File: src/indexed_max_heap_assert.svh
// assertion macros for the indexed max-heap rtl
// used by the sequencer; no other dependencies
`ifndef INDEXED_MAX_HEAP_ASSERT_SVH
`define INDEXED_MAX_HEAP_ASSERT_SVH
`ifndef SYNTH
`define IMH_ASSERT(lbl, clk, rst_n, prop, msg) \
    lbl: assert property (@(posedge clk) disable iff (!rst_n) prop) else $error(msg);
`define IMH_ASSERT_ALWAYS(lbl, clk, prop, msg) \
    lbl: assert property (@(posedge clk) prop) else $error(msg);
`else
`define IMH_ASSERT(lbl, clk, rst_n, prop, msg)
`define IMH_ASSERT_ALWAYS(lbl, clk, prop, msg)
`endif
`endif

File: src/imh_ram.sv
// generic simple dual-port ram, one write and one registered read port
// no dependencies
`timescale 1ns / 1ps
module imh_ram #(
    parameter int WIDTH = 8,
    parameter int DEPTH = 16,
    parameter int AW    = $clog2(DEPTH)
) (
    input  logic             aclk,
    input  logic             we,
    input  logic [AW-1:0]    waddr,
    input  logic [WIDTH-1:0] wdata,
    input  logic [AW-1:0]    raddr,
    output logic [WIDTH-1:0] rdata
);
    logic [WIDTH-1:0] mem [DEPTH];
    logic [WIDTH-1:0] rdata_reg;

    always_ff @(posedge aclk) begin
        if (we) begin
            mem[waddr] <= wdata;
        end
        rdata_reg <= mem[raddr];
    end

    assign rdata = rdata_reg;
endmodule

File: config.mk
export PLATFORM = sky130hd
export DESIGN_NAME = imh_ram
export DESIGN_NICKNAME = d
export VERILOG_FILES = /design/src/indexed_max_heap_assert.svh /design/src/imh_ram.sv
export SDC_FILE = /design/constraint.sdc
export NUM_CORES = 1
export LEC_CHECK = 0
export ABC_AREA = 0
export BUFFER_PORTS_ARGS = -buffer_cell sky130_fd_sc_hd__buf_4
export CELL_PAD_IN_SITES_DETAIL_PLACEMENT = 0
export CELL_PAD_IN_SITES_GLOBAL_PLACEMENT = 2
export CORE_ASPECT_RATIO = 0.6
export CORE_MARGIN = 8
export CORE_UTILIZATION = 45
export DETAILED_ROUTE_END_ITERATION = 8
export PLACE_DENSITY = 0.84
export SYNTH_ARGS = -nofsm -noshare
export SYNTH_HDL_FRONTEND = slang
export SYNTH_SLANG_ARGS = --single-unit
File: constraint.sdc
create_clock -name aclk -period 3.8 [get_ports aclk]
set_clock_uncertainty 0.1 [all_clocks]
set_input_delay 0.57 -clock aclk [delete_from_list [all_inputs] [get_ports aclk]]
set_output_delay 0.57 -clock aclk [all_outputs]
set_load 0.05 [all_outputs]
==> impl_summary.log, run 1 <==
INFO  metric setup-tns-final = 0 ps
INFO  metric antenna_cells_inserted = 0
INFO  metric cp-end-kind = register
INFO  metric synth-seq-area-share = 0.7778
INFO  metric power.leakage = 2.039 nW
INFO  metric synth_cell_type_count = 19
INFO  metric hold-path-endpoint = mem[1][5]$_DFFE_PP_
INFO  metric die_x = 154.1 µm
INFO  metric min-delay-start = wdata[5]
INFO  metric clock_insertion_delay_worst_skew = between 400 and 500 ps
INFO  metric cts.repair_timing.setup_buffer_count = 0
INFO  metric stdcell_area = 6088 µm²
INFO  metric min_path_type = in -> reg
INFO  metric worst_ir_drop_vdd = 0.3449 mV
INFO  metric dr.pass1.iters = 4
INFO  metric globalRouteOverflowTotal = 0
INFO  metric critPathRequiredTime = 3820 ps
INFO  metric cells_after_synth = ~230
INFO  metric reg2reg_from = mem[0][2]$_DFFE_PP_
INFO  metric cts-buffers-inserted = 17
INFO  metric final_cell_count_no_fill = 424
INFO  metric power_density = about 600 nW/µm²
INFO  metric status = finished, final reports clean
INFO  metric setup_viol = 0
INFO  metric gp_congestion = 0.8042
INFO  metric grt_pass1_vias = 2518
INFO  metric hold_depth = 1
INFO  metric post_synthesis_area_per_instance = 22.48 µm²
INFO  metric ctsLongestPathBuffers = 2
INFO  metric dr_total_vias = 2438
INFO  metric layout-area-overhead-vs-synth = 18.28%
INFO  metric routed_wirelength_normalized_by_instance_count = roughly 25 µm
INFO  metric mappedNetlistArea = around 5100 µm²
INFO  metric slew_headroom = 0.3345
INFO  metric grt_resource_usage_total = 0.1439
INFO  metric post-route-drc-count = 0
INFO  metric cts_hold_buf = 0
INFO  metric critical_path_class = in -> reg
INFO  metric initial_core_util = 0.4586
INFO  metric dr.first_iter.drc_count = 205
INFO  metric maxClockFrequency = approximately 0.5 GHz
INFO  metric timing.final.hold_violations = 0
INFO  metric antenna_violating_nets_post_route = 0
INFO  metric layout.area.seq = 4004 µm²
INFO  metric grt_first_pass_wirelength = about 16000 µm
INFO  metric post-place-cells = 392
INFO  metric clockRootBuffer = clkbuf_16
INFO  metric cts-resized-gates = 0
INFO  metric max_cap_viol_count = 0
INFO  metric min_period_over_period = 0.5273
INFO  metric final_layout_size_suffix_gt1_frac = 0.2643
INFO  metric floorplan.io_pins = 26
INFO  metric die_area = 15230 µm²
INFO  metric timing.rr.end = rdata[2]$_DFF_P_
INFO  metric synth.yosys.warnings = 0
INFO  metric n_fill_cell = 838
INFO  metric rows = 30
INFO  metric worst_hold_slack = around 380 ps
INFO  metric arrival = 2030 ps
INFO  metric number_of_antenna_violations_at_the_first_check_in_global_routing = 0
INFO  metric clock_period_minus_final_worst_setup_slack = around 2000 ps
INFO  metric final_nets = 285
INFO  metric worst-path-max-fanout = 5
INFO  metric cts.sinks = 136
INFO  metric post_dp_hpwl = 6421 µm
INFO  metric critPathLaunchType = primary input
INFO  metric grt_setup_unrepaired = false
INFO  metric cts_tree = done
INFO  metric slew_violations = 0
INFO  metric avgViaCountPerCell = 5.750
INFO  metric path_clk_slew = 60 ps
INFO  metric multi_input_comb_area = roughly 1100 µm²
INFO  metric synth.ff_latch_count = 136
INFO  metric postRouteWirelength = ~10000 µm
INFO  metric max_ffs_per_register = 128
INFO  metric core_area = 11220 µm²
INFO  metric numPortBuffers = 25
INFO  metric ff2ff_path_depth = 3
INFO  metric placed_area = 5459 µm²
INFO  metric die_h = 98.85 µm
INFO  metric ff2ff_setup_slack = between 2000 and 2500 ps
INFO  metric tightestPinTransition = slightly below 1000 ps
INFO  metric grt_max_degree = 33
INFO  metric synthesis.nets = ~250
INFO  metric htreeDepth = 4
[cells in the final DEF (no fill, tap or decap)]
| master | netlist | routed |
|---|---|---|
| nor2_1 | 13 | 13 |
| buf_4 | 1 | 29 |
| and2_1 | 1 | 1 |
| clkbuf_1 | 0 | 4 |
| clkinv_2 | 0 | 2 |
| a22oi_1 | 16 | 16 |
| clkbuf_8 | 0 | 1 |
| nand3b_1 | 2 | 2 |
| clkinv_1 | 0 | 2 |
| bufinv_16 | 0 | 5 |
| mux4_1 | 14 | 14 |
| edfxtp_1 | 128 | 128 |
| nor2b_1 | 1 | 1 |
| clkinvlp_4 | 0 | 1 |
| and2b_1 | 1 | 1 |
| nand3_1 | 1 | 1 |
| mux4_2 | 18 | 18 |
| nand2b_1 | 2 | 2 |
| nand2_1 | 9 | 9 |
| dfxtp_1 | 8 | 8 |
| or3b_2 | 1 | 1 |
| nor3_1 | 4 | 4 |
| clkbuf_16 | 0 | 17 |
[cell families after synthesis]
logic type | count (synthesis) | synth area share
muxes | 32 | 0.1502
AOI/OAI and AO/OA | 16 | 0.02334
DFF | 136 | 0.7778
and+or+nand+nor | 35 | 0.03184
buffers and inverters | 10 | 0.01677
[worst max path at each step]
stage	startpoint	to	slack, ps	cells past startpoint
after global placement	raddr[0]	rdata[4]$_DFF_P_	1390	4
after detailed placement	raddr[0]	rdata[3]$_DFF_P_	1390	4
after floorplan	waddr[2]	mem[0][0]$_DFFE_PP_	1640	2
after CTS	raddr[0]	rdata[3]$_DFF_P_	1830	4
final	waddr[2]	mem[0][4]$_DFFE_PP_	1800	4
after global routing	raddr[0]	rdata[3]$_DFF_P_	1710	4
[per-layer routing]
metal	share of wire	vias up	GRT usage
met1	0.48	1299	0.2075
li1	-	1046	-
met5	0	-	0
met3	0.079	5	0.06160
met2	0.43	88	0.1918
met4	0.0053	0	0.04270
[where the power goes]
part	total, W	leakage, nW	switching, W	internal, W
registers	0.00169	1.22	0.00000842	0.00168
logic	0.000196	0.512	0.000125	0.0000713
clock network	0.00175	0.303	0.000579	0.00118
total	0.00364	2.04	0.000713	0.00292
[area by class of cell]
type | count | share of cell area
Sequential cell | 136 | 0.6576
Multi-Input combinational cell | 83 | 0.1737
Clock buffer | 22 | 0.07460
Timing Repair Buffer | 29 | 0.03576
Tap cell | 144 | 0.02959
Clock inverter | 10 | 0.02877
[stage by stage]
stage | power (W) | worst slack [ps] | utilization
2_1_floorplan | 0.001836 | 1637 | -
3_3_place_gp | 0.001910 | 1394 | 0.4864
3_5_place_dp | 0.001915 | 1390 | 0.4864
4_1_cts | 0.003660 | 1827 | 0.5425
5_1_grt | 0.003734 | 1713 | 0.5425
6_report | 0.003637 | 1796 | 0.5425
[critical path, stage by stage]
cell and delay, ps:
buf_4 120, or3b_2 510, nor3_1 560, buf_4 260
[synthesized netlist by cell type]
| cell | n | share of area |
|---|---|---|
| a22oi_1 | 16 | 0.023 |
| and2_1 | 1 | 0.0012 |
| and2b_1 | 1 | 0.0015 |
| buf_2 | 3 | 0.0029 |
| buf_4 | 1 | 0.0015 |
| buf_6 | 3 | 0.0066 |
| clkdlybuf4s25_2 | 3 | 0.0058 |
| dfxtp_1 | 8 | 0.031 |
| edfxtp_1 | 128 | 0.75 |
| mux4_1 | 14 | 0.071 |
| mux4_2 | 18 | 0.079 |
| nand2_1 | 9 | 0.0066 |
| nand2b_1 | 2 | 0.0024 |
| nand3_1 | 1 | 0.00097 |
| nand3b_1 | 2 | 0.0029 |
| nor2_1 | 13 | 0.0095 |
| nor2b_1 | 1 | 0.0012 |
| nor3_1 | 4 | 0.0039 |
| or3b_2 | 1 | 0.0017 |
(Power assumes the default switching activity.)
==> run 2, diff against run 1 <==
clock period = 2.1 ns   (was 3.8 ns; I/O delays follow)
==> impl_summary.log, run 2 (synthesis gave the netlist of run 1 again) <==
INFO  metric post-route-drc-count = 0
INFO  metric routed_wirelength_normalized_by_instance_count = roughly 24 µm
INFO  metric gp_congestion = 0.6986
INFO  metric clock_period_minus_final_worst_setup_slack = 1446 ps
INFO  metric path_clk_slew = about 60 ps
INFO  metric final_cell_mix = edfxtp_1 (128), buf_4 (47), mux4_2 (18), clkbuf_16 (17), a22oi_1 (16)
INFO  metric clock_insertion_delay_worst_skew = 420 ps
INFO  metric slew_violations = 0
INFO  metric max_cap_viol_count = 0
INFO  metric layout.area.seq = ~4000 µm²
INFO  metric tightestPinTransition = a little over 800 ps
INFO  metric htreeDepth = 4
INFO  metric setup_viol = 0
INFO  metric grtUsageMet2 = 0.2185
INFO  metric die_area = 15230 µm²
INFO  metric antenna_violating_nets_post_route = 0
INFO  metric globalRouteOverflowTotal = 0
INFO  metric timing.final.hold_violations = 0
INFO  metric worst-path-max-fanout = 1
INFO  metric ff2ff_path_depth = 3
INFO  metric final_nets = 304
INFO  metric dr.first_iter.drc_count = 196
INFO  metric worst_hold_slack = 104.0 ps
INFO  metric core_area = around 11000 µm²
INFO  metric cp-end-kind = output pin
INFO  metric min_period_over_period = 0.6886
INFO  metric layout_commonest_cell = edfxtp_1
INFO  metric status = finished, final reports clean
INFO  metric avgViaCountPerCell = 5.492
INFO  metric slew_headroom = 0.4592
INFO  metric postRouteWirelength = 10530 µm
INFO  metric floorplan.io_pins = 26
INFO  metric swShare = 0.2005
INFO  metric max_ffs_per_register = roughly 130
INFO  metric clockRootBuffer = clkbuf_16
INFO  metric grtUsageMet3 = 0.05068
INFO  metric cts_hold_buf = 0
INFO  metric numPortBuffers = 25
INFO  metric switching_power = 0.001317 W
INFO  metric min_path_type = in -> reg
INFO  metric reg2reg_from = mem[1][2]$_DFFE_PP_
INFO  metric power.share.combinational = 0.054
INFO  metric critPathRequiredTime = around 1700 ps
INFO  metric grt_setup_unrepaired = false
INFO  metric dr_total_vias = 2433
INFO  metric grt_pass1_vias = about 2.6k
INFO  metric dr.pass1.iters = 4
INFO  metric multi_input_comb_area = 1057 µm²
INFO  metric ff2ff_setup_slack = 660 ps
INFO  metric hold-path-endpoint = mem[1][2]$_DFFE_PP_
INFO  metric hold_depth = 1
INFO  metric maxClockFrequency = 0.6916 GHz
INFO  metric cts.repair_timing.setup_buffer_count = 0
INFO  metric antenna_cells_inserted = 0
INFO  metric grt_first_pass_wirelength = 16040 µm
INFO  metric setup-tns-final = 0 ps
INFO  metric number_of_antenna_violations_at_the_first_check_in_global_routing = 0
INFO  metric min-delay-start = wdata[2]
INFO  metric rows = 30
INFO  metric initial_core_util = 0.4586
INFO  metric power_density = ~1100 nW/µm²
INFO  metric cp_top_family = flip-flops
INFO  metric timing.critical_path.slowest_stage_cell = dfxtp_1
INFO  metric critPathLaunchType = register
INFO  metric grt_max_degree = 33
INFO  metric top_usage_layer = met2
INFO  metric timing.critical_path.buf_inv = 1
INFO  metric cts-resized-gates = 0
INFO  metric die_x = 154.1 µm
INFO  metric cts_tree = done
INFO  metric layout-area-overhead-vs-synth = 21.46%
INFO  metric sequentialPowerShare = 0.465
INFO  metric power_report.internal_total = 0.005249 W
INFO  metric n_fill_cell = 847
INFO  metric worst_ir_drop_vdd = between 0.6 and 0.7 mV
INFO  metric critical_path_class = reg -> out
INFO  metric ctsLongestPathBuffers = 2
INFO  metric timing.rr.end = rdata[2]$_DFF_P_
INFO  metric arrival = 1030 ps
INFO  metric final_layout_size_suffix_gt1_frac = 0.3244
INFO  metric critical_path.cell_chain = buf_4
INFO  metric cts-buffers-inserted = 17
INFO  metric power.leakage = 2.141 nW
INFO  metric cpPeakStageDelay = slightly below 400 ps
INFO  metric clockPowerShare = 0.481
INFO  metric die_h = about 99 µm
INFO  metric groute.layer.met1.usage = 0.2017
INFO  metric cts.sinks = 136
INFO  metric grt_resource_usage_total = 0.1485
INFO  metric post_dp_hpwl = 6633 µm
-- run 2: changes by cell type in the layout (fill, tap and decap cells not counted), sizes merged --
cell	before	now
buf	29	48
bufinv	5	4
clkinvlp	1	4
inv	0	1
clkinv	4	3
clkbuf	22	20
-- run 2: per-stage QoR --
stage          power [W]  std cells  area (µm²)    util  setup WS (ps)
4_1_cts         0.006614        443        6252  0.5571          643.3
6_report        0.006566        443        6252  0.5571          654.0
3_3_place_gp    0.003463        411        5614  0.5002          317.3
5_1_grt         0.006753        443        6252  0.5571          618.9
2_1_floorplan   0.003322        229        5147       -          192.1
3_5_place_dp    0.003470        411        5614  0.5002          319.6
-- run 2: final cells by class --
type                            instances  share of cell area
Clock inverter                         12             0.02742
Clock buffer                           20             0.07464
Timing Repair Buffer                   48             0.05964
Tap cell                              144             0.02882
Multi-Input combinational cell         83              0.1691
Sequential cell                       136              0.6404
-- run 2: power by group through the flow --
stage / sequential, W / combinational (W) / clock [W]
3_3_place_gp: 0.00311 / 0.000355 / 0
6_report: 0.00305 / 0.000357 / 0.00316
4_1_cts: 0.00305 / 0.000363 / 0.00320
5_1_grt: 0.00306 / 0.000383 / 0.00331
2_1_floorplan: 0.00317 / 0.000154 / 0
3_5_place_dp: 0.00311 / 0.000361 / 0
-- run 2: worst max-delay path by stage --
stage	cells past startpoint	slack, ps	endpoint	startpoint
2_1_floorplan	2	190	mem[0][0]$_DFFE_PP_	waddr[2]
3_3_place_gp	5	320	rdata[2]$_DFF_P_	raddr[0]
3_5_place_dp	5	320	rdata[2]$_DFF_P_	raddr[0]
4_1_cts	1	640	rdata[6]	rdata[6]$_DFF_P_
5_1_grt	3	620	rdata[2]$_DFF_P_	mem[1][2]$_DFFE_PP_
6_report	1	650	rdata[6]	rdata[6]$_DFF_P_
-- run 2: routing by layer --
metal / part of all wire / wire [µm] / up-vias
li1: - / - / 1087
met2: 0.46 / 4809 / 94
met3: 0.11 / 1118 / 13
met4: 0.013 / 142 / 0
met5: 0 / 0 / -
met1: 0.42 / 4454 / 1239
==> run 3, diff against run 2 <==
clock period = 1.4 ns   (was 2.1 ns; I/O delays follow)
==> impl_summary.log, run 3 (synthesis gave the netlist of run 1 again) <==
INFO  metric path_clk_slew = 60 ps
INFO  metric cp_top_family = multiplexers
INFO  metric dr_total_vias = 2499
INFO  metric grt_max_degree = 22
INFO  metric min_path_type = in -> reg
INFO  metric status = finished, final reports clean
INFO  metric timing.critical_path.buf_inv = 0
INFO  metric clock_insertion_delay_worst_skew = between 400 and 500 ps
INFO  metric routed_wirelength_normalized_by_instance_count = 22.52 µm
INFO  metric dr.pass1.iters = 4
INFO  metric slew_headroom = 0.3282
INFO  metric post_dp_hpwl = 6562 µm
INFO  metric slew_violations = 0
INFO  metric core_area = 11220 µm²
INFO  metric critical_path_class = reg -> reg
INFO  metric n_fill_cell = about 840
INFO  metric final_nets = 310
INFO  metric die_h = 98.85 µm
INFO  metric critical_path.cell_chain = mux4_2 -> a22oi_2 -> nand2_1
INFO  metric power_density = 1535 nW/µm²
INFO  metric gp_congestion = ~0.75
INFO  metric max_ffs_per_register = around 130
INFO  metric ff2ff_setup_slack = 40 ps
INFO  metric clock_period_minus_final_worst_setup_slack = 1358 ps
INFO  metric grt_resource_usage_total = 0.1426
INFO  metric cts.sinks = around 140
INFO  metric timing.final.hold_violations = 0
INFO  metric postRouteWirelength = 10110 µm
INFO  metric cts-buffers-inserted = 17
INFO  metric cts_tree = done
INFO  metric critPathRequiredTime = between 1500 and 2000 ps
INFO  metric utilization = 0.5731
INFO  metric grt_first_pass_wirelength = 15610 µm
INFO  metric timing.critical_path.slowest_stage_cell = mux4_2
INFO  metric arrival = 1550 ps
INFO  metric totalPowerFinal = roughly 0.01 W
INFO  metric min_period_over_period = 0.9702
INFO  metric rows = 30
INFO  metric maxClockFrequency = 0.7362 GHz
INFO  metric max_cap_viol_count = 0
INFO  metric post-route-drc-count = 0
INFO  metric critical_path_depth = 3
INFO  metric layout_commonest_cell = edfxtp_1
INFO  metric setup-tns-final = 0 ps
INFO  metric dr.first_iter.drc_count = 246
INFO  metric setup_viol = 0
INFO  metric final_cell_mix = edfxtp_1 (128), buf_4 (43), mux4_2 (23), clkbuf_16 (17), nor2_1 (10)
INFO  metric cpPeakStageDelay = 470 ps
INFO  metric initial_core_util = 0.4586
INFO  metric antenna_violating_nets_post_route = 0
INFO  metric globalRouteOverflowTotal = 0
INFO  metric worst-path-max-fanout = 1
INFO  metric floorplan.io_pins = 26
INFO  metric ctsLongestPathBuffers = 2
INFO  metric die_area = about 15000 µm²
INFO  metric numPortBuffers = 25
INFO  metric grt_setup_unrepaired = true
INFO  metric power.leakage = 2.174 nW
INFO  metric tightestPinTransition = approximately 1000 ps
INFO  metric antenna_cells_inserted = 0
INFO  metric final_layout_size_suffix_gt1_frac = 0.3934
INFO  metric clockRootBuffer = clkbuf_16
INFO  metric worst_ir_drop_vdd = just under 0.9 mV
INFO  metric htreeDepth = 4
INFO  metric number_of_antenna_violations_at_the_first_check_in_global_routing = 0
INFO  metric hold_depth = 1
INFO  metric ff2ff_path_depth = 3
INFO  metric avgViaCountPerCell = around 5.6
INFO  metric cp-end-kind = register
INFO  metric grt_pass1_vias = 2657
INFO  metric die_x = 154.1 µm
INFO  metric critPathLaunchType = register
INFO  metric layout-area-overhead-vs-synth = 24.96%
==> run 3: area by class of cell <==
| cell class | instances | area, µm² | share of cell area |
|---|---|---|---|
| clock buffers | 20 | 456.7 | 0.07100 |
| clock inverters | 12 | 173.9 | 0.02704 |
| multi-input cells | 83 | 1115 | 0.1733 |
| flip-flops and latches | 136 | 4004 | 0.6224 |
| well taps | 144 | 180.2 | 0.02801 |
| repair buffers | 54 | 503.0 | 0.07819 |
==> run 3: through the flow <==
step	hold WS [ps]	setup slack (ps)	cell area (µm²)	std cells
after floorplan	208.9	-46.47	5191	229
after global placement	408.2	-277.2	5741	413
after detailed placement	423.5	-293.8	5741	413
after CTS	1.299	0.06062	6429	449
after global routing	17.04	-2.267	6432	449
final	14.25	41.65	6432	449
==> run 3: repair_timing <==
item                       CTS  global route
hold endpoints to repair    64             0
hold buffers                 4             0
pin swaps                    1             1
setup endpoints to repair    5             6
resized for setup            7             6
buffers inserted             0             0
==> run 3: metal layers <==
layer / up-vias / track usage / wire length, µm
met5: - / 0 / 0
met3: 16 / 0.05068 / 822
met1: 1309 / 0.1973 / 4652
met4: 0 / 0.06067 / 158
met2: 74 / 0.1996 / 4476
li1: 1100 / - / -
==> run 3: path summary, 6_finish.rpt <==
check	from	to
hold / removal	wdata[3]	mem[7][3]$_DFFE_PP_
setup reg to reg	mem[10][7]$_DFFE_PP_	rdata[7]$_DFF_P_
setup / recovery	mem[10][7]$_DFFE_PP_	rdata[7]$_DFF_P_
hold reg to reg	mem[12][6]$_DFFE_PP_	rdata[6]$_DFF_P_
==> run 3: where the power goes <==
| group | internal (W) | switching, W |
|---|---|---|
| logic | 0.000251 | 0.000344 |
| registers | 0.00455 | 0.0000255 |
| clock network | 0.00306 | 0.00164 |
