===== src/indexed_max_heap_assert.svh =====
// assertion macros for the indexed max-heap rtl
// used by the sequencer; no other dependencies
`ifndef INDEXED_MAX_HEAP_ASSERT_SVH
`define INDEXED_MAX_HEAP_ASSERT_SVH
`ifndef SYNTH
`define IMH_ASSERT(lbl, clk, rst_n, prop, msg) \
    lbl: assert property (@(posedge clk) disable iff (!rst_n) prop) else $error(msg);
`define IMH_ASSERT_ALWAYS(lbl, clk, prop, msg) \
    lbl: assert property (@(posedge clk) prop) else $error(msg);
`else
`define IMH_ASSERT(lbl, clk, rst_n, prop, msg)
`define IMH_ASSERT_ALWAYS(lbl, clk, prop, msg)
`endif
`endif


===== src/imh_pkg.sv =====
// types, sizes and codes shared by the indexed max-heap modules
// no dependencies
`timescale 1ns / 1ps
package imh_pkg;
    localparam int HEAP_SLOTS = 1024;
    localparam int NODE_IDS   = 1024;
    localparam int SLOT_W     = $clog2(HEAP_SLOTS);
    localparam int NODE_W     = $clog2(NODE_IDS);
    localparam int CNT_W      = $clog2(HEAP_SLOTS + 1);
    localparam int CHILD_W    = SLOT_W + 2;
    localparam int KEY_W      = 32;

    typedef enum logic [2:0] {
        MODE_PUSH   = 3'd0,
        MODE_UPDATE = 3'd1,
        MODE_POP    = 3'd2,
        MODE_REMOVE = 3'd3,
        MODE_PEEK   = 3'd4,
        MODE_CLEAR  = 3'd5
    } mode_t;

    typedef enum logic [1:0] {
        ST_OK       = 2'd0,
        ST_EMPTY    = 2'd1,
        ST_ABSENT   = 2'd2,
        ST_FULL     = 2'd3
    } status_t;

    typedef enum logic [3:0] {
        S_IDLE, S_CLR, S_DISPATCH, S_POP_DATA, S_CK_DATA, S_RM_DATA,
        S_UP, S_UP_CMP, S_DN, S_DN_L, S_DN_R, S_PLACE, S_DONE
    } state_t;

    typedef struct packed {
        logic [NODE_W-1:0] node;
        logic [KEY_W-1:0]  key;
    } heap_entry_t;

    typedef struct packed {
        logic              present;
        logic [SLOT_W-1:0] slot;
    } pos_entry_t;

    typedef struct packed {
        logic              we;
        logic [SLOT_W-1:0] waddr;
        heap_entry_t       wdata;
        logic [SLOT_W-1:0] raddr;
    } heap_port_t;

    typedef struct packed {
        logic              we;
        logic [NODE_W-1:0] waddr;
        pos_entry_t        wdata;
        logic [NODE_W-1:0] raddr;
    } pos_port_t;

    typedef struct packed {
        status_t           status;
        logic [NODE_W-1:0] node;
        logic [KEY_W-1:0]  key;
        logic [CNT_W-1:0]  count;
    } result_t;
endpackage


===== src/imh_ctrl.sv =====
// heap sequencer: operation decode, sift up and sift down over the two rams
// depends on imh_pkg and indexed_max_heap_assert.svh
`timescale 1ns / 1ps
`include "indexed_max_heap_assert.svh"
module imh_ctrl (
    input  logic                        aclk,
    input  logic                        aresetn,
    input  logic                        in_valid,
    output logic                        in_ready,
    input  imh_pkg::mode_t              in_mode,
    input  logic [imh_pkg::NODE_W-1:0]  in_node,
    input  logic [imh_pkg::KEY_W-1:0]   in_key,
    output logic                        res_valid,
    input  logic                        res_ready,
    output imh_pkg::result_t            res,
    output imh_pkg::heap_port_t         hp,
    input  imh_pkg::heap_entry_t        h_rdata,
    output imh_pkg::pos_port_t          pp,
    input  imh_pkg::pos_entry_t         p_rdata
);
    imh_pkg::state_t                state_reg, state_next;
    imh_pkg::mode_t                 mode_reg, mode_next;
    logic [imh_pkg::NODE_W-1:0]     node_reg, node_next;
    logic [imh_pkg::KEY_W-1:0]      key_reg, key_next;
    logic [imh_pkg::CNT_W-1:0]      cnt_reg, cnt_next;
    logic [imh_pkg::SLOT_W-1:0]     slot_reg, slot_next;
    imh_pkg::heap_entry_t           elem_reg, elem_next;
    imh_pkg::heap_entry_t           lchild_reg, lchild_next;
    logic                           try_down_reg, try_down_next;
    logic [imh_pkg::NODE_W-1:0]     idx_reg, idx_next;
    logic                           reply_reg, reply_next;
    imh_pkg::status_t               status_reg, status_next;
    imh_pkg::heap_entry_t           top_reg, top_next;

    logic [imh_pkg::SLOT_W-1:0]     par, par_par, last_slot, best_slot;
    logic [imh_pkg::CHILD_W-1:0]    cnt_ext, l_ext, r_ext, l2_ext, best_ext;
    logic                           left_gt, take_r, do_move;
    imh_pkg::heap_entry_t           child;

    assign par       = imh_pkg::SLOT_W'(slot_reg - 1'b1) >> 1;
    assign par_par   = imh_pkg::SLOT_W'(par - 1'b1) >> 1;
    assign last_slot = imh_pkg::SLOT_W'(cnt_reg - 1'b1);
    assign cnt_ext   = {{(imh_pkg::CHILD_W - imh_pkg::CNT_W){1'b0}}, cnt_reg};
    assign l_ext     = {1'b0, slot_reg, 1'b1};
    assign r_ext     = imh_pkg::CHILD_W'(l_ext + 1'b1);
    assign best_slot = best_ext[imh_pkg::SLOT_W-1:0];
    assign l2_ext    = {1'b0, best_slot, 1'b1};

    always_ff @(posedge aclk) begin
        if (!aresetn) begin
            state_reg <= imh_pkg::S_CLR;
            cnt_reg   <= '0;
            idx_reg   <= '0;
            reply_reg <= 1'b0;
        end else begin
            state_reg <= state_next;
            cnt_reg   <= cnt_next;
            idx_reg   <= idx_next;
            reply_reg <= reply_next;
        end
    end

    always_ff @(posedge aclk) begin
        mode_reg     <= mode_next;
        node_reg     <= node_next;
        key_reg      <= key_next;
        slot_reg     <= slot_next;
        elem_reg     <= elem_next;
        lchild_reg   <= lchild_next;
        try_down_reg <= try_down_next;
        status_reg   <= status_next;
        top_reg      <= top_next;
    end

    always_comb begin
        state_next    = state_reg;
        mode_next     = mode_reg;
        node_next     = node_reg;
        key_next      = key_reg;
        cnt_next      = cnt_reg;
        slot_next     = slot_reg;
        elem_next     = elem_reg;
        lchild_next   = lchild_reg;
        try_down_next = try_down_reg;
        idx_next      = idx_reg;
        reply_next    = reply_reg;
        status_next   = status_reg;
        top_next      = top_reg;
        hp            = '0;
        pp            = '0;
        in_ready      = 1'b0;
        left_gt       = 1'b0;
        take_r        = 1'b0;
        do_move       = 1'b0;
        best_ext      = l_ext;
        child         = h_rdata;

        case (state_reg)
            imh_pkg::S_IDLE: begin
                in_ready = 1'b1;
                pp.raddr = in_node;
                hp.raddr = '0;
                if (in_valid) begin
                    mode_next   = in_mode;
                    node_next   = in_node;
                    key_next    = in_key;
                    status_next = imh_pkg::ST_OK;
                    top_next    = '0;
                    case (in_mode)
                        imh_pkg::MODE_PUSH, imh_pkg::MODE_UPDATE,
                        imh_pkg::MODE_REMOVE: state_next = imh_pkg::S_DISPATCH;
                        imh_pkg::MODE_POP, imh_pkg::MODE_PEEK:
                            state_next = imh_pkg::S_POP_DATA;
                        imh_pkg::MODE_CLEAR: begin
                            cnt_next   = '0;
                            idx_next   = '0;
                            reply_next = 1'b1;
                            state_next = imh_pkg::S_CLR;
                        end
                        default: state_next = imh_pkg::S_DONE;
                    endcase
                end
            end
            // one position entry per cycle gets its present mark cleared
            imh_pkg::S_CLR: begin
                pp.we    = 1'b1;
                pp.waddr = idx_reg;
                idx_next = imh_pkg::NODE_W'(idx_reg + 1'b1);
                if (idx_reg == imh_pkg::NODE_W'(imh_pkg::NODE_IDS - 1)) begin
                    state_next = reply_reg ? imh_pkg::S_DONE : imh_pkg::S_IDLE;
                end
            end
            imh_pkg::S_DISPATCH: begin
                slot_next = p_rdata.slot;
                hp.raddr  = p_rdata.slot;
                elem_next = '{node: node_reg, key: key_reg};
                if (mode_reg == imh_pkg::MODE_REMOVE) begin
                    if (!p_rdata.present) begin
                        status_next = imh_pkg::ST_ABSENT;
                        state_next  = imh_pkg::S_DONE;
                    end else begin
                        pp.we    = 1'b1;
                        pp.waddr = node_reg;
                        cnt_next = imh_pkg::CNT_W'(cnt_reg - 1'b1);
                        hp.raddr = last_slot;
                        state_next = (p_rdata.slot == last_slot) ? imh_pkg::S_DONE
                                                                  : imh_pkg::S_RM_DATA;
                    end
                end else if (p_rdata.present) begin
                    state_next = imh_pkg::S_CK_DATA;
                end else if (mode_reg == imh_pkg::MODE_UPDATE) begin
                    status_next = imh_pkg::ST_ABSENT;
                    state_next  = imh_pkg::S_DONE;
                end else if (cnt_reg == imh_pkg::CNT_W'(imh_pkg::HEAP_SLOTS)) begin
                    status_next = imh_pkg::ST_FULL;
                    state_next  = imh_pkg::S_DONE;
                end else begin
                    slot_next     = cnt_reg[imh_pkg::SLOT_W-1:0];
                    cnt_next      = imh_pkg::CNT_W'(cnt_reg + 1'b1);
                    try_down_next = 1'b0;
                    state_next    = imh_pkg::S_UP;
                end
            end
            imh_pkg::S_POP_DATA: begin
                if (cnt_reg == '0) begin
                    status_next = imh_pkg::ST_EMPTY;
                    state_next  = imh_pkg::S_DONE;
                end else begin
                    top_next = h_rdata;
                    if (mode_reg == imh_pkg::MODE_PEEK) begin
                        state_next = imh_pkg::S_DONE;
                    end else begin
                        pp.we      = 1'b1;
                        pp.waddr   = h_rdata.node;
                        cnt_next   = imh_pkg::CNT_W'(cnt_reg - 1'b1);
                        slot_next  = '0;
                        hp.raddr   = last_slot;
                        state_next = (last_slot == '0) ? imh_pkg::S_DONE
                                                       : imh_pkg::S_RM_DATA;
                    end
                end
            end
            imh_pkg::S_CK_DATA: begin
                if ($signed(key_reg) > $signed(h_rdata.key)) begin
                    try_down_next = 1'b0;
                    state_next    = imh_pkg::S_UP;
                end else if ($signed(key_reg) < $signed(h_rdata.key)) begin
                    state_next = imh_pkg::S_DN;
                end else begin
                    state_next = imh_pkg::S_DONE;
                end
            end
            // the last entry fills the hole; it may have to go either way
            imh_pkg::S_RM_DATA: begin
                elem_next     = h_rdata;
                try_down_next = 1'b1;
                state_next    = (slot_reg == '0) ? imh_pkg::S_DN : imh_pkg::S_UP;
            end
            imh_pkg::S_UP: begin
                hp.raddr = par;
                state_next = (slot_reg == '0) ? imh_pkg::S_PLACE : imh_pkg::S_UP_CMP;
            end
            imh_pkg::S_UP_CMP: begin
                if ($signed(elem_reg.key) > $signed(h_rdata.key)) begin
                    hp.we         = 1'b1;
                    hp.waddr      = slot_reg;
                    hp.wdata      = h_rdata;
                    pp.we         = 1'b1;
                    pp.waddr      = h_rdata.node;
                    pp.wdata      = '{present: 1'b1, slot: slot_reg};
                    slot_next     = par;
                    try_down_next = 1'b0;
                    hp.raddr      = par_par;
                    state_next = (par == '0) ? imh_pkg::S_PLACE : imh_pkg::S_UP_CMP;
                end else begin
                    state_next = try_down_reg ? imh_pkg::S_DN : imh_pkg::S_PLACE;
                end
            end
            imh_pkg::S_DN: begin
                hp.raddr   = l_ext[imh_pkg::SLOT_W-1:0];
                state_next = (l_ext < cnt_ext) ? imh_pkg::S_DN_L : imh_pkg::S_PLACE;
            end
            imh_pkg::S_DN_L, imh_pkg::S_DN_R: begin
                if (state_reg == imh_pkg::S_DN_L) begin
                    lchild_next = h_rdata;
                    left_gt     = $signed(h_rdata.key) > $signed(elem_reg.key);
                    child       = h_rdata;
                    do_move     = left_gt && !(r_ext < cnt_ext);
                end else begin
                    left_gt = $signed(lchild_reg.key) > $signed(elem_reg.key);
                    take_r  = $signed(h_rdata.key) > (left_gt ? $signed(lchild_reg.key)
                                                              : $signed(elem_reg.key));
                    child    = take_r ? h_rdata : lchild_reg;
                    best_ext = take_r ? r_ext : l_ext;
                    do_move  = take_r || left_gt;
                end
                if (state_reg == imh_pkg::S_DN_L && r_ext < cnt_ext) begin
                    hp.raddr   = r_ext[imh_pkg::SLOT_W-1:0];
                    state_next = imh_pkg::S_DN_R;
                end else if (do_move) begin
                    hp.we      = 1'b1;
                    hp.waddr   = slot_reg;
                    hp.wdata   = child;
                    pp.we      = 1'b1;
                    pp.waddr   = child.node;
                    pp.wdata   = '{present: 1'b1, slot: slot_reg};
                    slot_next  = best_slot;
                    hp.raddr   = l2_ext[imh_pkg::SLOT_W-1:0];
                    state_next = (l2_ext < cnt_ext) ? imh_pkg::S_DN_L : imh_pkg::S_PLACE;
                end else begin
                    state_next = imh_pkg::S_PLACE;
                end
            end
            imh_pkg::S_PLACE: begin
                hp.we      = 1'b1;
                hp.waddr   = slot_reg;
                hp.wdata   = elem_reg;
                pp.we      = 1'b1;
                pp.waddr   = elem_reg.node;
                pp.wdata   = '{present: 1'b1, slot: slot_reg};
                state_next = imh_pkg::S_DONE;
            end
            imh_pkg::S_DONE: begin
                if (res_ready) begin
                    state_next = imh_pkg::S_IDLE;
                end
            end
            default: state_next = imh_pkg::S_IDLE;
        endcase
    end

    assign res_valid = (state_reg == imh_pkg::S_DONE);
    assign res       = '{status: status_reg, node: top_reg.node, key: top_reg.key,
                         count: cnt_reg};

    `IMH_ASSERT(a_cnt_bound, aclk, aresetn, cnt_reg <= imh_pkg::CNT_W'(imh_pkg::HEAP_SLOTS),
        "heap count beyond capacity")
    `IMH_ASSERT(a_idle_quiet, aclk, aresetn, in_ready |-> !hp.we && !pp.we,
        "memory write while waiting for an item")
    `IMH_ASSERT(a_clr_empty, aclk, aresetn, state_reg == imh_pkg::S_CLR |-> cnt_reg == '0,
        "present marks swept while heap not empty")
    `IMH_ASSERT(a_err_zero, aclk, aresetn,
        res_valid && status_reg != imh_pkg::ST_OK |-> top_reg == '0,
        "error result carries a node")
endmodule


===== config.mk =====
export PLATFORM = sky130hd
export DESIGN_NAME = imh_ctrl
export DESIGN_NICKNAME = d
export VERILOG_FILES = /design/src/imh_pkg.sv /design/src/imh_ctrl.sv
export VERILOG_INCLUDE_DIRS = /design/src /design/src/src
export SDC_FILE = /design/constraint.sdc
export NUM_CORES = 1
export LEC_CHECK = 0
export BUFFER_PORTS_ARGS = -buffer_cell sky130_fd_sc_hd__buf_2
export CAP_MARGIN = 40
export CORE_MARGIN = 3
export CORE_UTILIZATION = 58
export DETAILED_ROUTE_END_ITERATION = 6
export MAX_ROUTING_LAYER = met4
export PLACE_DENSITY = 0.82
export SLEW_MARGIN = 10
export SYNTH_ARGS = -nofsm -noshare
export SYNTH_HDL_FRONTEND = slang
export SYNTH_SLANG_ARGS = --single-unit

===== constraint.sdc =====
create_clock -name aclk -period 8.08 [get_ports aclk]
set_clock_uncertainty 0.1 [all_clocks]
set_input_delay 0.808 -clock aclk [delete_from_list [all_inputs] [get_ports aclk]]
set_output_delay 0.808 -clock aclk [all_outputs]
set_load 0.03 [all_outputs]

==> results.md <==
Outcome:
- The checks that failed: DRC.
- The run finished, with violations left.

Placement:
- At the end of routability-driven placement, the weighted congestion stood at 1.01.
- Summed over all nets, the half-perimeter wirelength after detailed placement is 36400 um.
- The count of buffers inserted at the top-level ports is 253.
- OpenSTA, run right after detailed placement, puts the worst setup slack at 0.996 ns.

Yosys:
- The number of enable-type register cells in the synthesized netlist is 184.
- The number of nets handed over by synthesis was 1811.
- The synthesized instance count is 1545.
- The part of the Yosys area used for sequential elements is 40.3%.
- The mean area per synthesized cell is 9.71 sq um.
- After synthesis, the cell types taking the most area are sky130_fd_sc_hd__edfxtp_1, sky130_fd_sc_hd__ha_1, sky130_fd_sc_hd__a222oi_1.
- The most instantiated flip-flop cell in the synthesis netlist is sky130_fd_sc_hd__edfxtp_1.
- The count of warnings emitted by yosys is 0.
- The post-synthesis cell area is 0.0150 sq mm.
- The share of the synthesized area in the top cell type is 36.8%.
- Yosys mapped the design onto 74 distinct sky130hd cell types.
- The cell accounting for the most synthesized area is sky130_fd_sc_hd__edfxtp_1.
- Of all flip-flops after synthesis, the portion carrying an async set or reset was 0%.
- Synthesis inferred 210 register bits.

Detailed routing:
- The remaining number of nets flagged by the antenna check after routing is 0.
- Wires add up to 48400 um.
- The pre-antenna-repair detailed-routing pass consisted of 7 iterations.
- For this block, the initial DRC count from the detailed router was 2261.
- After detailed routing, the average wire length per cell comes to 22.9 um.
- The residual DRC count is 45.
- Using the TritonRoute via totals, the vias-per-cell ratio works out to 6.63.
- The number of vias in the routed layout is 14.0k.

Min path:
- The class of the worst hold path is input pin to flip-flop.

GRT:
- The first-pass GRT wire length is 75900 um.
- The number of antenna violations at the first check in global routing is 1.
- The via count of the first global-routing pass is 13.7k.
- Entering global routing, the biggest net connects 44 pins.
- The remaining global-route overflow is 0.
- Global routing used 34.5% of the available tracks.

Setup path:
- STA classifies the critical path endpoint as an output port.
- The slack of the worst reg-to-reg path is 0.82 ns.
- Traced cell by cell, the critical path runs through inv_1 > ha_1 > nand4_1 > or2_0 > a211o_1 > a32oi_2 > a2111oi_2 > a211oi_4 > buf_8 > mux2i_1 > ha_1 > a21oi_1 > o21ai_0 > a221oi_1 > o211ai_1 > nand3_1 > nand3_1 > and4bb_4 > buf_4 > a222oi_1 > inv_1 > buf_2.
- The largest stage delay on the critical path is 0.75 ns.
- The type of the setup path with the least slack is flip-flop to output port.
- The slowest stage cell on the critical path is sky130_fd_sc_hd__and4bb_4.
- The critical path required time is 7.17 ns.
- The kind of launch point of the worst setup path is a flip-flop.
- STA puts the critical path data arrival time at 6.64 ns.
- The biggest fanout along the worst timing path is 33.

Timing:
- At the pin with the least slew margin, the transition time is 0.816 ns.
- The worst path uses 93.5% of the clock period.
- The final number of max-transition violations came to 0.
- The final hold violation count is 0.
- Derived from the worst setup path, the maximum achievable clock frequency is 132 MHz.
- Setup repair after global routing left no endpoint under its margin.
- Headroom to the max-slew limit came out at 44.2%.
- The final sum of negative setup slack is 0 ns.
- The time the worst path needs with I/O delays and setup is 7.55 ns.
- The final setup violation count is 0.
- Once routing completed, OpenROAD measured the worst setup slack at 0.527 ns.

Layout:
- The top cell types in the final layout, fill and taps aside, are sky130_fd_sc_hd__buf_2, sky130_fd_sc_hd__edfxtp_1, sky130_fd_sc_hd__ha_1.
- The final net count is 2029.
- The fill cell instance count of the final layout is 2024.
- Leaving out fill and tap cells, the most frequent cell in the layout is sky130_fd_sc_hd__buf_2.
- The area growth from synthesis to layout is 15.6%.
- Of the cells placed in the final design, the portion with a size suffix greater than 1 is 18.8%.

Clocking:
- The TritonCTS sink count is 210.
- CTS built an H-tree with a depth of 1.
- After clock tree synthesis, the clock-pin slew on the worst setup and hold paths is 0.06 ns.
- The maximum root-to-sink buffer count is 3.
- The clock latency of the later-clocked register in the worst-skew pair is 0.53 ns.
- The TritonCTS clock tree is done.
- The number of clock buffers inserted by TritonCTS is 24.
- In this run the clock root is driven by a sky130_fd_sc_hd__clkbuf_16.
- The number of hold buffers added after CTS is 0.

Floorplan:
- The die is 167 um tall.
- 254 I/O pins were placed.
- The die width is 167 um.
- The initialized floorplan defines 58 standard-cell rows.
- The area enclosed by the die boundary is 0.0278 sq mm.
- The core region is 0.0253 sq mm.
- For this configuration, the core starts out at a cell density of 59.2%.

Power and ir drop:
- The design draws 2.41 mW.
- The leakage component of the power is 8.04 nW.
- The areal power density over the cells is 139 mW/mm^2.
- The largest voltage drop on the vdd net is 0.000164 V.

Run:
- Across the run, the number of max-cap violations was 0.
==> metal layers <==
layer / wire, um / track usage (%) / up-vias
met1: 18700 / 45.3 / 6654
met4: 1620 / 10.3 / 0
met3: 5070 / 4.44 / 142
met2: 23000 / 56.5 / 965
li1: - / - / 6244
met5: 0 / - / -
==> worst paths after layout <==
path	endpoint	startpoint	cells past startpoint
max	hp[46]	elem_reg[12]$_DFFE_PP_	22
min	key_reg[11]$_DFFE_PP_	in_key[11]	1
max reg2reg	state_reg[1]$_SDFFE_PN0P_	elem_reg[12]$_DFFE_PP_	28
min reg2reg	reply_reg$_SDFFE_PN0P_	reply_reg$_SDFFE_PN0P_	1
==> cells by family after synthesis <==
kind of cell / after synthesis / synth area share [%]
simple gates: 438 / 14.3
compound gates: 388 / 18.6
buf+inv: 237 / 6.41
flops: 210 / 40.3
fa+ha+maj: 164 / 13.7
xor+xnor: 64 / 3.74
mux: 44 / 2.99
==> stage by stage <==
step / hold slack, ns / utilization, % / std cells / cell area [sq um]
after CTS: 0.344 / 68.4 / 2111 / 17300
final: 0.359 / 68.5 / 2112 / 17300
after detailed placement: 0.398 / 65.3 / 2067 / 16500
after global routing: 0.340 / 68.5 / 2112 / 17300
after global placement: 0.358 / 65.0 / 2060 / 16500
after floorplan: 0.341 / - / 1545 / 15000
==> layout make-up <==
class                   instances  area, sq um  share of cell area, %
diodes                          1         2.50                 0.0144
flip-flops and latches        210         6050                   34.9
repair buffers                275         1480                   8.56
well taps                     330          413                   2.38
multi-input cells            1098         8030                   46.3
inverters                     154          578                   3.33
clock buffers                  28          616                   3.55
clock inverters                16          169                  0.974
==> critical path: cells and delay by family (launching register included) <==
kind,cells,cell delay (ns)
simple gates,5,1.51
compound gates,9,2.36
fa+ha+maj,2,0.60
buf+inv,5,0.98
flops,1,0.39
mux,1,0.23
==> synth_stat cells (5+ instances only) <==
cell type and n:
sky130_fd_sc_hd__edfxtp_1 184, sky130_fd_sc_hd__ha_1 164, sky130_fd_sc_hd__inv_1 153, sky130_fd_sc_hd__nand2_1 130, sky130_fd_sc_hd__o21ai_0 95, sky130_fd_sc_hd__nor2_1 90
sky130_fd_sc_hd__a21oi_1 76, sky130_fd_sc_hd__a222oi_1 58, sky130_fd_sc_hd__clkbuf_1 46, sky130_fd_sc_hd__mux2i_1 41, sky130_fd_sc_hd__nand3_1 38, sky130_fd_sc_hd__xnor2_1 38
sky130_fd_sc_hd__nand4_1 35, sky130_fd_sc_hd__nor3_1 29, sky130_fd_sc_hd__and3_1 26, sky130_fd_sc_hd__dfxtp_1 26, sky130_fd_sc_hd__xor2_1 26, sky130_fd_sc_hd__and2_1 22
sky130_fd_sc_hd__buf_2 18, sky130_fd_sc_hd__nor2b_1 17, sky130_fd_sc_hd__o211ai_1 17, sky130_fd_sc_hd__nand2b_1 16, sky130_fd_sc_hd__a21o_1 15, sky130_fd_sc_hd__a221o_1 14
sky130_fd_sc_hd__o21a_1 12, sky130_fd_sc_hd__buf_4 11, sky130_fd_sc_hd__o221ai_1 11, sky130_fd_sc_hd__a211oi_1 10, sky130_fd_sc_hd__a31oi_1 9, sky130_fd_sc_hd__nor4_1 9
sky130_fd_sc_hd__or3_1 9, sky130_fd_sc_hd__o2111ai_1 8, sky130_fd_sc_hd__buf_1 7, sky130_fd_sc_hd__o211a_1 7, sky130_fd_sc_hd__a221oi_1 6, sky130_fd_sc_hd__o22ai_1 5
==> report_power, final <==
| part | leakage [nW] | internal, mW | switching [mW] | total [mW] |
|---|---|---|---|---|
| Clock | 0.382 | 0.643 | 0.450 | 1.09 |
| Combinational | 5.80 | 0.0556 | 0.0893 | 0.145 |
| Sequential | 1.86 | 1.17 | 0.00195 | 1.17 |
| Total | 8.04 | 1.87 | 0.541 | 2.41 |
==> repair_timing <==
item                                   CTS  global route
gates resized for setup                  0             1
setup endpoints to repair                0             6
buffers inserted                         0             0
endpoints found under the hold margin    0             0
Power figures use the tool's default switching activity.
